==> src/rtl/pcbb_pkg.sv <==
// Shared types and constants of the prefix-compressed block builder.
`default_nettype none
package pcbb_pkg;

   localparam int MAX_KEY_LEN    = 32;
   localparam int MAX_RESTARTS   = 32;
   localparam int KEY_IDX_W      = $clog2(MAX_KEY_LEN);
   localparam int KEY_LEN_W      = 6;
   localparam int RST_IDX_W      = $clog2(MAX_RESTARTS);
   localparam int RST_CNT_W      = 6;
   localparam int QUEUE_DEPTH    = 4;
   localparam int QUEUE_PTR_W    = $clog2(QUEUE_DEPTH);
   localparam int QUEUE_CNT_W    = QUEUE_PTR_W + 1;
   localparam logic [7:0] INTERVAL_RESET = 8'd16;

   typedef enum logic [1:0] {
      CMD_BEGIN  = 2'd0,
      CMD_KEY    = 2'd1,
      CMD_VALUE  = 2'd2,
      CMD_FINISH = 2'd3
   } cmd_type;

   typedef struct packed {
      cmd_type                kind;
      logic [KEY_LEN_W-1:0]   key_len;
      logic [15:0]            value_len;
      logic [7:0]             data_byte;
   } item_type;

   typedef enum logic [1:0] {
      ST_IDLE,
      ST_COMPARE,
      ST_EMIT,
      ST_TRAILER
   } state_type;

endpackage
`default_nettype wire

==> src/rtl/pcbb_front.sv <==
// Front end: classifies requests, saturates key lengths and queues them.
`default_nettype none
module pcbb_front
   import pcbb_pkg::*;
(
   input  wire logic        clock,
   input  wire logic        reset,
   input  wire logic        req_tvalid,
   output logic             req_tready,
   input  wire logic [31:0] req_tdata,
   output logic             item_valid,
   output item_type         item,
   input  wire logic        item_pop
);

   item_type                queue_ff [QUEUE_DEPTH];
   logic [QUEUE_PTR_W-1:0]  wr_ptr_ff, wr_ptr_in;
   logic [QUEUE_PTR_W-1:0]  rd_ptr_ff, rd_ptr_in;
   logic [QUEUE_CNT_W-1:0]  count_ff, count_in;
   item_type                decoded;
   logic                    push;
   logic                    pop;

   always_comb begin
      decoded.kind      = cmd_type'(req_tdata[1:0]);
      decoded.value_len = req_tdata[23:8];
      decoded.data_byte = req_tdata[31:24];
      if (req_tdata[7:2] > KEY_LEN_W'(MAX_KEY_LEN)) begin
         decoded.key_len = KEY_LEN_W'(MAX_KEY_LEN);
      end else begin
         decoded.key_len = req_tdata[7:2];
      end
   end

   assign req_tready = (count_ff != QUEUE_CNT_W'(QUEUE_DEPTH));
   assign push       = req_tvalid && req_tready;
   assign item_valid = (count_ff != '0);
   assign pop        = item_pop && item_valid;
   assign item       = queue_ff[rd_ptr_ff];

   always_comb begin
      wr_ptr_in = push ? wr_ptr_ff + 1'b1 : wr_ptr_ff;
      rd_ptr_in = pop ? rd_ptr_ff + 1'b1 : rd_ptr_ff;
      count_in  = count_ff + QUEUE_CNT_W'(push) - QUEUE_CNT_W'(pop);
   end

   always_ff @(posedge clock) begin
      if (reset) begin
         wr_ptr_ff <= '0;
         rd_ptr_ff <= '0;
         count_ff  <= '0;
      end else begin
         wr_ptr_ff <= wr_ptr_in;
         rd_ptr_ff <= rd_ptr_in;
         count_ff  <= count_in;
      end
   end

   always_ff @(posedge clock) begin
      if (push) begin
         queue_ff[wr_ptr_ff] <= decoded;
      end
   end

endmodule
`default_nettype wire

==> src/rtl/pcbb_back.sv <==
// Back end: key compare, header and key emission, value pass-through and trailer.
`default_nettype none
module pcbb_back
   import pcbb_pkg::*;
(
   input  wire logic        clock,
   input  wire logic        reset,
   input  wire logic        csr_wr_en,
   input  wire logic [7:0]  csr_wr_data,
   input  wire logic        item_valid,
   input  item_type         item,
   output logic             item_pop,
   output logic             rsp_tvalid,
   input  wire logic        rsp_tready,
   output logic [39:0]      rsp_tdata,
   output logic             rsp_tuser,
   output logic             rsp_tlast
);

   state_type              state_ff, state_in;
   logic [7:0]             interval_ff;
   logic [7:0]             bank0_ff [MAX_KEY_LEN];
   logic [7:0]             bank1_ff [MAX_KEY_LEN];
   logic [31:0]            offs_ff  [MAX_RESTARTS];
   logic                   sel_ff, sel_in;
   logic [KEY_LEN_W-1:0]   prev_len_ff, prev_len_in;
   logic [KEY_LEN_W-1:0]   cnt_ff, cnt_in;
   logic [KEY_LEN_W-1:0]   pend_ff, pend_in;
   logic [15:0]            vrem_ff, vrem_in;
   logic                   acc_ff, acc_in;
   logic [7:0]             esr_ff, esr_in;
   logic [RST_CNT_W-1:0]   rc_ff, rc_in;
   logic [31:0]            bo_ff, bo_in;
   logic [KEY_LEN_W-1:0]   idx_ff, idx_in;
   logic [KEY_LEN_W-1:0]   kidx_ff, kidx_in;
   logic [KEY_LEN_W-1:0]   pos_ff, pos_in;
   logic [KEY_LEN_W-1:0]   total_ff, total_in;
   logic [2:0]             hlen_ff, hlen_in;
   logic [39:0]            hdr_ff, hdr_in;
   logic [31:0]            pack_ff, pack_in;
   logic [1:0]             fill_ff, fill_in;
   logic [RST_CNT_W-1:0]   tidx_ff, tidx_in;

   logic                   out_valid_ff, out_valid_in;
   logic [31:0]            out_data_ff, out_data_in;
   logic [2:0]             out_nb_ff, out_nb_in;
   logic                   out_drop_ff, out_drop_in;
   logic                   out_last_ff, out_last_in;

   logic                   slot_free;
   logic                   key_we;
   logic                   off_we;
   logic [KEY_IDX_W-1:0]   rd_idx;
   logic [7:0]             prev_byte;
   logic [7:0]             inc_byte;
   logic [KEY_LEN_W-1:0]   lim;
   logic                   greater;
   logic                   match_step;
   logic [7:0]             interval;
   logic                   do_restart;
   logic [KEY_LEN_W-1:0]   shared;
   logic [KEY_LEN_W-1:0]   unshared;
   logic [7:0]             emit_byte;
   logic [31:0]            word;
   logic                   final_byte;

   assign slot_free = !out_valid_ff || rsp_tready;
   assign rd_idx    = (state_ff == ST_EMIT) ? kidx_ff[KEY_IDX_W-1:0] : idx_ff[KEY_IDX_W-1:0];
   assign prev_byte = sel_ff ? bank1_ff[rd_idx] : bank0_ff[rd_idx];
   assign inc_byte  = sel_ff ? bank0_ff[rd_idx] : bank1_ff[rd_idx];
   assign lim       = (cnt_ff < prev_len_ff) ? cnt_ff : prev_len_ff;
   assign match_step = (idx_ff < lim) && (inc_byte == prev_byte);
   assign greater   = (idx_ff < lim) ? (inc_byte > prev_byte) : (cnt_ff > prev_len_ff);
   assign interval  = (interval_ff == 8'd0) ? 8'd1 : interval_ff;
   assign do_restart = (esr_ff >= interval) && (rc_ff < RST_CNT_W'(MAX_RESTARTS));
   assign shared    = do_restart ? '0 : idx_ff;
   assign unshared  = cnt_ff - shared;
   assign emit_byte = (pos_ff < KEY_LEN_W'(hlen_ff)) ? hdr_ff[7:0] : prev_byte;
   assign word      = pack_ff | (32'(emit_byte) << {fill_ff, 3'b000});
   assign final_byte = (pos_ff == total_ff - 1'b1);

   always_comb begin
      state_in = state_ff;
      if (slot_free) begin
         unique case (state_ff)
            ST_IDLE: begin
               if (item_valid) begin
                  unique case (item.kind)
                     CMD_BEGIN: begin
                        if (item.key_len == '0) begin
                           state_in = ST_COMPARE;
                        end
                     end
                     CMD_KEY: begin
                        if (cnt_ff < pend_ff && cnt_ff + 1'b1 == pend_ff) begin
                           state_in = ST_COMPARE;
                        end
                     end
                     CMD_VALUE: state_in = ST_IDLE;
                     CMD_FINISH: state_in = ST_TRAILER;
                     default: state_in = ST_IDLE;
                  endcase
               end
            end
            ST_COMPARE: begin
               if (!match_step) begin
                  state_in = greater ? ST_EMIT : ST_IDLE;
               end
            end
            ST_EMIT: begin
               if (final_byte) begin
                  state_in = ST_IDLE;
               end
            end
            ST_TRAILER: begin
               if (tidx_ff >= rc_ff) begin
                  state_in = ST_IDLE;
               end
            end
            default: state_in = ST_IDLE;
         endcase
      end
   end

   always_comb begin
      item_pop     = 1'b0;
      key_we       = 1'b0;
      off_we       = 1'b0;
      sel_in       = sel_ff;
      prev_len_in  = prev_len_ff;
      cnt_in       = cnt_ff;
      pend_in      = pend_ff;
      vrem_in      = vrem_ff;
      acc_in       = acc_ff;
      esr_in       = esr_ff;
      rc_in        = rc_ff;
      bo_in        = bo_ff;
      idx_in       = idx_ff;
      kidx_in      = kidx_ff;
      pos_in       = pos_ff;
      total_in     = total_ff;
      hlen_in      = hlen_ff;
      hdr_in       = hdr_ff;
      pack_in      = pack_ff;
      fill_in      = fill_ff;
      tidx_in      = tidx_ff;
      out_valid_in = out_valid_ff && !rsp_tready;
      out_data_in  = out_data_ff;
      out_nb_in    = out_nb_ff;
      out_drop_in  = out_drop_ff;
      out_last_in  = out_last_ff;
      if (slot_free) begin
         unique case (state_ff)
            ST_IDLE: begin
               if (item_valid) begin
                  item_pop = 1'b1;
                  unique case (item.kind)
                     CMD_BEGIN: begin
                        pend_in = item.key_len;
                        vrem_in = item.value_len;
                        cnt_in  = '0;
                        acc_in  = 1'b0;
                        idx_in  = '0;
                     end
                     CMD_KEY: begin
                        if (cnt_ff < pend_ff) begin
                           key_we = 1'b1;
                           cnt_in = cnt_ff + 1'b1;
                           idx_in = '0;
                        end
                     end
                     CMD_VALUE: begin
                        if (cnt_ff == pend_ff && vrem_ff != 16'd0) begin
                           vrem_in = vrem_ff - 1'b1;
                           if (acc_ff) begin
                              bo_in        = bo_ff + 1'b1;
                              out_valid_in = 1'b1;
                              out_data_in  = 32'(item.data_byte);
                              out_nb_in    = 3'd1;
                              out_drop_in  = 1'b0;
                              out_last_in  = 1'b1;
                           end
                        end
                     end
                     CMD_FINISH: tidx_in = '0;
                     default: tidx_in = tidx_ff;
                  endcase
               end
            end
            ST_COMPARE: begin
               if (match_step) begin
                  idx_in = idx_ff + 1'b1;
               end else if (!greater) begin
                  acc_in       = 1'b0;
                  out_valid_in = 1'b1;
                  out_data_in  = '0;
                  out_nb_in    = 3'd0;
                  out_drop_in  = 1'b1;
                  out_last_in  = 1'b1;
               end else begin
                  off_we = do_restart;
                  if (do_restart) begin
                     rc_in = rc_ff + 1'b1;
                  end
                  esr_in      = ((esr_ff >= interval) ? 8'd0 : esr_ff) + 8'd1;
                  sel_in      = !sel_ff;
                  prev_len_in = cnt_ff;
                  acc_in      = 1'b1;
                  kidx_in     = shared;
                  pos_in      = '0;
                  pack_in     = '0;
                  fill_in     = '0;
                  if (vrem_ff < 16'd128) begin
                     hlen_in = 3'd3;
                     hdr_in  = {16'd0, vrem_ff[7:0], 2'b00, unshared, 2'b00, shared};
                  end else if (vrem_ff < 16'd16384) begin
                     hlen_in = 3'd4;
                     hdr_in  = {8'd0, 1'b0, vrem_ff[13:7], 1'b1, vrem_ff[6:0],
                                2'b00, unshared, 2'b00, shared};
                  end else begin
                     hlen_in = 3'd5;
                     hdr_in  = {6'd0, vrem_ff[15:14], 1'b1, vrem_ff[13:7], 1'b1,
                                vrem_ff[6:0], 2'b00, unshared, 2'b00, shared};
                  end
                  total_in = unshared + KEY_LEN_W'(hlen_in);
               end
            end
            ST_EMIT: begin
               pos_in = pos_ff + 1'b1;
               bo_in  = bo_ff + 1'b1;
               if (pos_ff < KEY_LEN_W'(hlen_ff)) begin
                  hdr_in = hdr_ff >> 8;
               end else begin
                  kidx_in = kidx_ff + 1'b1;
               end
               if (fill_ff == 2'd3 || final_byte) begin
                  out_valid_in = 1'b1;
                  out_data_in  = word;
                  out_nb_in    = {1'b0, fill_ff} + 3'd1;
                  out_drop_in  = 1'b0;
                  out_last_in  = final_byte;
                  pack_in      = '0;
                  fill_in      = '0;
               end else begin
                  pack_in = word;
                  fill_in = fill_ff + 1'b1;
               end
            end
            ST_TRAILER: begin
               out_valid_in = 1'b1;
               out_nb_in    = 3'd4;
               out_drop_in  = 1'b0;
               if (tidx_ff < rc_ff) begin
                  // The first restart point is always offset zero.
                  out_data_in = (tidx_ff == '0) ? 32'd0 : offs_ff[tidx_ff[RST_IDX_W-1:0]];
                  out_last_in = 1'b0;
                  tidx_in     = tidx_ff + 1'b1;
               end else begin
                  out_data_in = 32'(rc_ff);
                  out_last_in = 1'b1;
                  prev_len_in = '0;
                  cnt_in      = '0;
                  pend_in     = '0;
                  vrem_in     = '0;
                  acc_in      = 1'b0;
                  esr_in      = '0;
                  rc_in       = RST_CNT_W'(1);
                  bo_in       = '0;
               end
            end
            default: item_pop = 1'b0;
         endcase
      end
   end

   always_ff @(posedge clock) begin
      if (reset) begin
         state_ff     <= ST_IDLE;
         interval_ff  <= INTERVAL_RESET;
         sel_ff       <= 1'b0;
         prev_len_ff  <= '0;
         cnt_ff       <= '0;
         pend_ff      <= '0;
         vrem_ff      <= '0;
         acc_ff       <= 1'b0;
         esr_ff       <= '0;
         rc_ff        <= RST_CNT_W'(1);
         bo_ff        <= '0;
         out_valid_ff <= 1'b0;
      end else begin
         state_ff     <= state_in;
         if (csr_wr_en) begin
            interval_ff <= csr_wr_data;
         end
         sel_ff       <= sel_in;
         prev_len_ff  <= prev_len_in;
         cnt_ff       <= cnt_in;
         pend_ff      <= pend_in;
         vrem_ff      <= vrem_in;
         acc_ff       <= acc_in;
         esr_ff       <= esr_in;
         rc_ff        <= rc_in;
         bo_ff        <= bo_in;
         out_valid_ff <= out_valid_in;
      end
   end

   always_ff @(posedge clock) begin
      idx_ff      <= idx_in;
      kidx_ff     <= kidx_in;
      pos_ff      <= pos_in;
      total_ff    <= total_in;
      hlen_ff     <= hlen_in;
      hdr_ff      <= hdr_in;
      pack_ff     <= pack_in;
      fill_ff     <= fill_in;
      tidx_ff     <= tidx_in;
      out_data_ff <= out_data_in;
      out_nb_ff   <= out_nb_in;
      out_drop_ff <= out_drop_in;
      out_last_ff <= out_last_in;
      if (key_we) begin
         if (sel_ff) begin
            bank0_ff[cnt_ff[KEY_IDX_W-1:0]] <= item.data_byte;
         end else begin
            bank1_ff[cnt_ff[KEY_IDX_W-1:0]] <= item.data_byte;
         end
      end
      if (off_we) begin
         offs_ff[rc_ff[RST_IDX_W-1:0]] <= bo_ff;
      end
   end

   assign rsp_tvalid = out_valid_ff;
   assign rsp_tdata  = {5'd0, out_nb_ff, out_data_ff};
   assign rsp_tuser  = out_drop_ff;
   assign rsp_tlast  = out_last_ff;

endmodule
`default_nettype wire

==> src/rtl/prefix_compressed_block_builder.sv <==
// Top level of the prefix-compressed block builder.
// A request is queued and executed by the back end one at a time.
// Begin, value and stray requests are handled in the idle state; a completing key byte moves
// to compare, which walks the shared prefix, then to emit for header and unshared key bytes.
// Finish sends the restart offsets, then their count. The output register stalls the back end.
// Reset is synchronous: queue and control registers clear, the restart interval returns to 16.
`default_nettype none
module prefix_compressed_block_builder
   import pcbb_pkg::*;
(
   input  wire logic        clock,
   input  wire logic        reset,
   input  wire logic        csr_wr_en,
   input  wire logic [7:0]  csr_wr_data,
   input  wire logic        req_tvalid,
   output logic             req_tready,
   input  wire logic [31:0] req_tdata,   // command, key_len, value_len, data_byte
   output logic             rsp_tvalid,
   input  wire logic        rsp_tready,
   output logic [39:0]      rsp_tdata,   // out_data, out_nbytes, zero fill
   output logic             rsp_tuser,   // entry_dropped
   output logic             rsp_tlast
);

   logic     item_valid;
   item_type item;
   logic     item_pop;

   pcbb_front u_front (
      .clock      (clock),
      .reset      (reset),
      .req_tvalid (req_tvalid),
      .req_tready (req_tready),
      .req_tdata  (req_tdata),
      .item_valid (item_valid),
      .item       (item),
      .item_pop   (item_pop)
   );

   pcbb_back u_back (
      .clock       (clock),
      .reset       (reset),
      .csr_wr_en   (csr_wr_en),
      .csr_wr_data (csr_wr_data),
      .item_valid  (item_valid),
      .item        (item),
      .item_pop    (item_pop),
      .rsp_tvalid  (rsp_tvalid),
      .rsp_tready  (rsp_tready),
      .rsp_tdata   (rsp_tdata),
      .rsp_tuser   (rsp_tuser),
      .rsp_tlast   (rsp_tlast)
   );

endmodule
`default_nettype wire
==> config.mk <==
export PLATFORM = sky130hd
export DESIGN_NAME = prefix_compressed_block_builder
export DESIGN_NICKNAME = d
export VERILOG_FILES = /design/src/rtl/pcbb_pkg.sv /design/src/rtl/pcbb_front.sv /design/src/rtl/pcbb_back.sv /design/src/rtl/prefix_compressed_block_builder.sv
export SDC_FILE = /design/constraint.sdc
export NUM_CORES = 2
export LEC_CHECK = 0
export BUFFER_PORTS_ARGS = -buffer_cell sky130_fd_sc_hd__buf_4
export CORE_MARGIN = 2
export CORE_UTILIZATION = 45
export CTS_BUF_LIST = sky130_fd_sc_hd__clkbuf_8
export DETAILED_ROUTE_END_ITERATION = 6
export PLACE_DENSITY = 0.69
export SLEW_MARGIN = 10
export SYNTH_ARGS = -nofsm -noshare
export SYNTH_HDL_FRONTEND = slang
export SYNTH_SLANG_ARGS = --single-unit
==> constraint.sdc <==
create_clock -name clock -period 9.7 [get_ports clock]
set_input_delay 0.485 -clock clock [delete_from_list [all_inputs] [get_ports clock]]
set_output_delay 0.485 -clock clock [all_outputs]
set_load 0.01 [all_outputs]
* Word-level counts from Yosys, hierarchy flattened *
Memory sizes are Yosys's and may differ from the RTL's. A register that Yosys moved wholly into a read port is not among the register bits.
Cells that the tools add are included.

word-level totals
  register bits = 244
  RAM bits = 1,664
  output and inout bits = 44
  memories kept = 4

cells by class
  $add $sub $neg = 18
  order comparisons = 13
  equality and inequality tests = 36
  shift-type cells = 1
  muxes and demuxes = 159
  bitwise gates (word level) = 2
  reduce and logical (&&, ||, !) cells = 40

memories
  name              words  bits a word  read ports  clocked after Yosys merged registers in  write ports  line              text
  u_back.offs_ff    32     32           1           1                                        1            pcbb_back.sv:24   logic [31:0] offs_ff [MAX_RESTARTS];
  u_back.bank0_ff   32     8            1           0                                        1            pcbb_back.sv:22   logic [7:0] bank0_ff [MAX_KEY_LEN];
  u_back.bank1_ff   32     8            1           0                                        1            pcbb_back.sv:23   logic [7:0] bank1_ff [MAX_KEY_LEN];
  u_front.queue_ff  4      32           1           1                                        1            pcbb_front.sv:16  item_type queue_ff [QUEUE_DEPTH];

operators with widths
  operator                                                         number
  32-bit two-way mux                                               17
  40-bit two-way mux                                               4
  6-bit two-way mux                                                25
  32-bit one-hot mux with 4 select lines                           1
  6-bit one-hot mux with 2 select lines                            10
  32-bit one-hot mux with 3 select lines                           1
  40-bit one-hot mux with 2 select lines                           1
  8-bit two-way mux                                                8
  16-bit one-hot mux with 2 select lines                           2
  32-bit one-hot mux with 2 select lines                           1
  1-bit two-way mux                                                50
  16-bit two-way mux                                               3
  6-bit by 1-bit adder with 6-bit output, second input constant    6
  3-bit two-way mux                                                12
  34-bit two-way mux                                               1
  32-bit by 1-bit adder with 32-bit output, second input constant  1
  32-bit bitwise OR                                                1
  8-bit by 5-bit left shift with 32-bit output                     1
  6-bit AND reduction                                              5
  5-bit AND reduction                                              5
  6-bit < comparator                                               4
  2-bit two-way mux                                                12
  2-bit inequality test, second input constant                     10
  6-bit == test                                                    3
  other kinds (44)                                                 85

* Longest topological paths before layout *
An unclocked memory read counts as a cell.

  depth in word-level cells = 12
  depth in mapped cells = 26
  depth with buffers taken out = 19

* Hierarchy *
A second synthesis with hierarchy kept.

unflattened totals
  cells, all modules = 4,955
  area, all modules = 82,208.8 um^2

by module, submodules not included
  module      instances  cells an instance  area an instance (um^2)  seq. area each (um^2)
  pcbb_back   1          4,733              77,046.4                 52,200.1
  pcbb_front  1          222                5,162.5                  4,023.9

* Worst setup path after synthesis *
Ideal clock, no wire load.

  kind = reg2reg
  from = register u_back.state_ff[0]
  to = register u_back.out_data_ff[0] (enable)
  arrival time = 6.695 ns
  required time = 9.223 ns
  setup slack = 2.528 ns
  stages on the path, launching flop included = 19
  path buffers = 3
  clock period less this slack = 7.172 ns
  cell sequence = dfxtp_1 -> inv_1 -> ha_1 -> buf_4 -> mux2i_1 -> buf_2 -> buf_2 -> mux4_2 -> a211oi_1 -> o311ai_0 -> nor2b_1 -> mux2_2 -> ha_1 -> nand4_1 -> mux2i_1 -> a21oi_1 -> mux2i_1 -> nor2_1 -> nor3_1

between the ends
  cells in the longest elaborated chain, start to end = 8
  elaborated cells on any way between the ends = 20
  classes of those cells = order compare: 1; eq/ne: 10; mux: 4; reduce/logical: 3; memory: 2

RTL lines
  item                                                                   line                               text
  start, declared                                                        pcbb_back.sv:20                    state_type state_ff, state_in;
  start signal, assigned                                                 pcbb_back.sv:291                   state_ff <= state_in;
  2-bit == test                                                          pcbb_back.sv:68, pcbb_back.sv:153
  5-bit two-way mux                                                      pcbb_back.sv:68                    assign rd_idx = (state_ff == ST_EMIT) ? kidx_ff[KEY_IDX_W-1:0] : idx_ff[KEY_IDX_W-1:0];
  memory read 32 x 8 bit (on tied branches)                              --
  8-bit two-way mux (on tied branches)                                   pcbb_back.sv:70, pcbb_back.sv:69
  8-bit greater-than comparator / 8-bit == test (equally long branches)  pcbb_back.sv:73, pcbb_back.sv:72
  1-bit two-way mux / 1-bit logical AND (equally long branches)          pcbb_back.sv:73, pcbb_back.sv:72
  2-bit inequality test (no line)                                        --
  8-bit AND reduction (no line) (*)                                      --
  end signal, assigned                                                   pcbb_back.sv:318                   out_data_ff <= out_data_in;
  end, declared                                                          pcbb_back.sv:45                    logic [31:0] out_data_ff, out_data_in;

Mark *: on every way between the ends. The rest lies on a longest branch, timed or not.
A chain may end at the register's enable or synchronous reset.

* Worst setup path after layout *
  from = register u_back.state_ff[0]
  to = memory u_back.offs_ff[7][24] (enable)

between the ends
  cells in the longest elaborated chain, start to end = 12
  elaborated cells on any way between the ends = 17
  classes of those cells = order compare: 1; eq/ne: 3; mux: 10; reduce/logical: 1; memory: 2

RTL lines
  item                                         line                              text
  2-bit == test                                pcbb_back.sv:68
  5-bit two-way mux                            pcbb_back.sv:68
  memory read 32 x 8 bit (on tied branches)    --
  8-bit two-way mux (on tied branches)         pcbb_back.sv:70, pcbb_back.sv:69
  8-bit greater-than comparator                pcbb_back.sv:73                   assign greater = (idx_ff < lim) ? (inc_byte > prev_byte) : (cnt_ff > prev_len_ff);
  1-bit two-way mux                            pcbb_back.sv:73
  1-bit two-way mux                            pcbb_back.sv:193                  end else if (!greater) begin
  1-bit two-way mux                            pcbb_back.sv:191                  if (match_step) begin
  1-bit two-way mux (*)                        pcbb_back.sv:153                  unique case (state_ff)
  1-bit two-way mux (*)                        pcbb_back.sv:152                  if (slot_free) begin
  1-bit two-way mux (*)                        pcbb_back.sv:329                  if (off_we) begin
  1-bit two-way mux (implied by the code) (*)  pcbb_back.sv:330                  offs_ff[rc_ff[RST_IDX_W-1:0]] <= bo_ff;
  end, declared                                pcbb_back.sv:24

Marked as above.

==> results.yml <==
min_path:
  hp-class: "input port to register"
  hold_depth: 4
  hold_end: "u_front.wr_ptr_ff[0]"
  holdCritStartpoint: "req_tvalid"
cells_and_area:
  area_growth_pct: 13.1
  drive_above_1_share_pct: 21.9
  nNetsFinal: 5067
  layout_commonest_cell: "edfxtp_1"
  ff_latch_area_um2: 56300
  n_fill_cell: 13900
  final_cell_mix: "1801 x edfxtp_1, 387 x mux4_2, 362 x nand2_1"
  multi_input_area_um2: 21200
route:
  top_layer: "met5"
  wl_met1_um: 82400
  vias: 45300
  wl_met2_um: 98400
  dr.first_iter.drc_count: 5760
  ant_nets: 0
  wirelength_um: 208000
  remaining_drc_errors: 5
  routed_via_density: 6.04
  wl_met3_um: 18000
  detail_route.wl_per_cell_um: 27.8
  drtPass1Iterations: 7
worst_setup_path:
  r2r_cells: 20
  critPathRequiredTime_ns: 10.36
  worstPathArrival_ns: 8.70
  rr_endpoint: "u_back.offs_ff[7][24]"
  r2r_start: "u_back.state_ff[0]"
  r2r_slack_ns: 1.66
  worst_setup_path_end_kind: "register"
  cp_max_fo: 58
  start_kind: "register"
  path_class: "register to register"
floorplanning:
  num_rows: 153
  core-area_um2: 174000
  die_w_um: 422
  start_util_pct: 45.2
  pin_count: 89
  die_h_um: 422
  die-area_um2: 178000
sta:
  period_share_pct: 82.9
  tns_ns: 0
  fin_crit_ns: 8.04
  slew_viol_final: 0
  skew_ns: 0.123
  hold_viol_final: 0
  timing.hold.ws_ns: 0.0933
  setup_viol: 0
  clock.fmax_ghz: 0.124
  slew_headroom_pct: 16.1
  tightest_slew_ns: 1.25
  rsz0062_at_grt: "false"
run:
  max_cap_viol_count: 0
yosys:
  async_flop_share_pct: 0
  ys_ff_latch: 1908
  ys_seq_area_share_pct: 71.6
  syn-mean-instance-area_um2: 17.1
  synth_cell_type_count: 91
  synthCells: 4602
  synth_edf_count: 1801
  synth_ff_type: "edfxtp_1"
  netlist_area_um2: 78500
  ys_warn_count: 0
clocking:
  cts_resized: 0
  cts_buffer_depth: 4
  cts-root-buf: "clkbuf_8"
  cts_tree: "built"
  cts_buffers: 322
  cts.clk_slew.worst_paths_ns: 0.06
  h-tree-depth: 5
  clk_latency_ns: 1.04
  cts_num_sinks: 1908
pwr:
  leakage_uw: 0.0299
  p_per_area_nw_per_um2: 291
  ir_worst_vdd_uv: 199
placed_design:
  gp_congestion: 0.917
  hpwl_um: 131000
  port_buffers: 83
global_route:
  grt_max_degree: 139
  grt_overflow: 0
  antenna_found_initial: 12
  grt_usage_pct: 23.1
  grt_pass1_wl_um: 303000
  grt_pass1_vias: 44500
run_status:
  violations: "design-rule violations"
  outcome: "finished with violations"
## how the worst max path moves through the flow
stage	slack, ns	depth (start not counted)	start	endpoint
after floorplan	2.53	18	u_back.state_ff[0]	u_back.out_data_ff[0]
after global placement	1.99	19	u_back.state_ff[0]	u_back.offs_ff[6][24]
after detailed placement	1.87	20	u_back.state_ff[0]	u_back.offs_ff[7][9]
after CTS	1.82	20	u_back.state_ff[0]	u_back.offs_ff[7][24]
after global routing	1.17	20	u_back.state_ff[0]	u_back.offs_ff[7][24]
final	1.66	20	u_back.state_ff[0]	u_back.offs_ff[7][24]
## flip-flops by register name (all words and copies together), names as in the netlist, 16 cells and up, named ones only
signal,flops
u_back.pack_ff,32
u_back.hdr_ff,34
u_back.bo_ff,32
u_back.out_data_ff,32
u_back.bank1_ff,256
u_back.vrem_ff,16
u_back.bank0_ff,256
u_front.queue_ff,128
u_back.offs_ff,1024
## layout make-up
| class | instances | area share (%) |
|---|---|---|
| sequential | 1908 | 63.4 |
| multi-input combinational | 2354 | 23.9 |
| clock buffer | 334 | 5.18 |
| tap | 2325 | 3.28 |
| timing repair buffer | 275 | 2.57 |
| clock inverter | 217 | 1.38 |
| inverter | 80 | 0.338 |
| antenna | 4 | 0.0113 |
## metal layers
layer	up-vias	GRT usage, %
li1	19100	-
met5	-	0
met3	483	4.15
met1	23200	31.7
met4	4	10.1
met2	2446	36.2
## repair_timing
action	in CTS	in global routing
buffers inserted	0	0
hold buffers	57	0
endpoints found under the setup margin	0	0
endpoints found under the hold margin	161	0
## worst max-delay path: stages, from the launching register on
cell and delay [ns]:
dfxtp_1 0.35, inv_1 0.13, ha_4 0.60, mux2i_4 0.69, buf_12 0.42, mux4_2 0.55, a2111oi_0 0.56, o31ai_1 0.21
o22a_1 0.28, mux2_2 0.27, ha_1 0.30, a21oi_1 0.07, o21ai_0 0.25, mux2i_1 0.12, a21oi_1 0.38, mux2i_1 0.38
nor3_1 0.80, nand2_1 0.18, buf_4 0.26, nor2_4 0.37, buf_4 0.38
## synth_stat cells, types with 22 or more instances
master	count	share of area [%]
edfxtp_1	1801	69
nand2_1	362	1.7
mux2_2	33	0.47
a22oi_1	22	0.21
a211oi_1	30	0.29
clkbuf_1	147	0.70
o21ai_0	90	0.57
and3_1	35	0.28
or3_1	33	0.26
mux4_2	387	11
o31ai_1	25	0.24
buf_1	47	0.22
ha_1	78	1.2
nand3_1	96	0.61
dfxtp_1	107	2.7
nor3_1	58	0.37
xnor2_1	32	0.36
nor2_1	285	1.4
a31oi_1	32	0.26
inv_1	78	0.37
and2_1	24	0.19
mux2i_1	104	1.3
a21oi_1	188	1.2
nor2b_1	26	0.21
xor2_1	43	0.48
buf_2	53	0.34
nand4_1	44	0.35
## cells by family (layout without fill, tap and decap cells)
logic type | Yosys count | count (layout) | synth area share (%)
adders and majority gates | 81 | 81 | 1.32
buffers and inverters | 344 | 906 | 1.81
AOI/OAI and AO/OA | 627 | 627 | 5.40
other | 1 | 9 | 0.00478
muxes | 524 | 524 | 12.9
xor gates and xnor gates | 75 | 75 | 0.837
DFF | 1908 | 1908 | 71.6
and+or+nand+nor | 1042 | 1042 | 6.11
## per-stage QoR
stage / util (%) / instances / power, µW / setup slack, ns / cell area [µm²]
2_1_floorplan: - / 4606 / 15800 / 2.53 / 78500
6_report: 51.1 / 7497 / 25800 / 1.66 / 88800
3_5_place_dp: 47.4 / 6885 / 19200 / 1.87 / 82400
3_3_place_gp: 47.4 / 6885 / 19100 / 1.99 / 82400
5_1_grt: 51.1 / 7496 / 26800 / 1.17 / 88800
4_1_cts: 51.1 / 7493 / 25800 / 1.82 / 88800
## where the power goes
group          internal, µW  switching (µW)
sequential             9830             396
clock                  3500            3170
combinational          3250            5700
total                 16600            9270
Note: power is estimated with default switching activity, not from simulation.
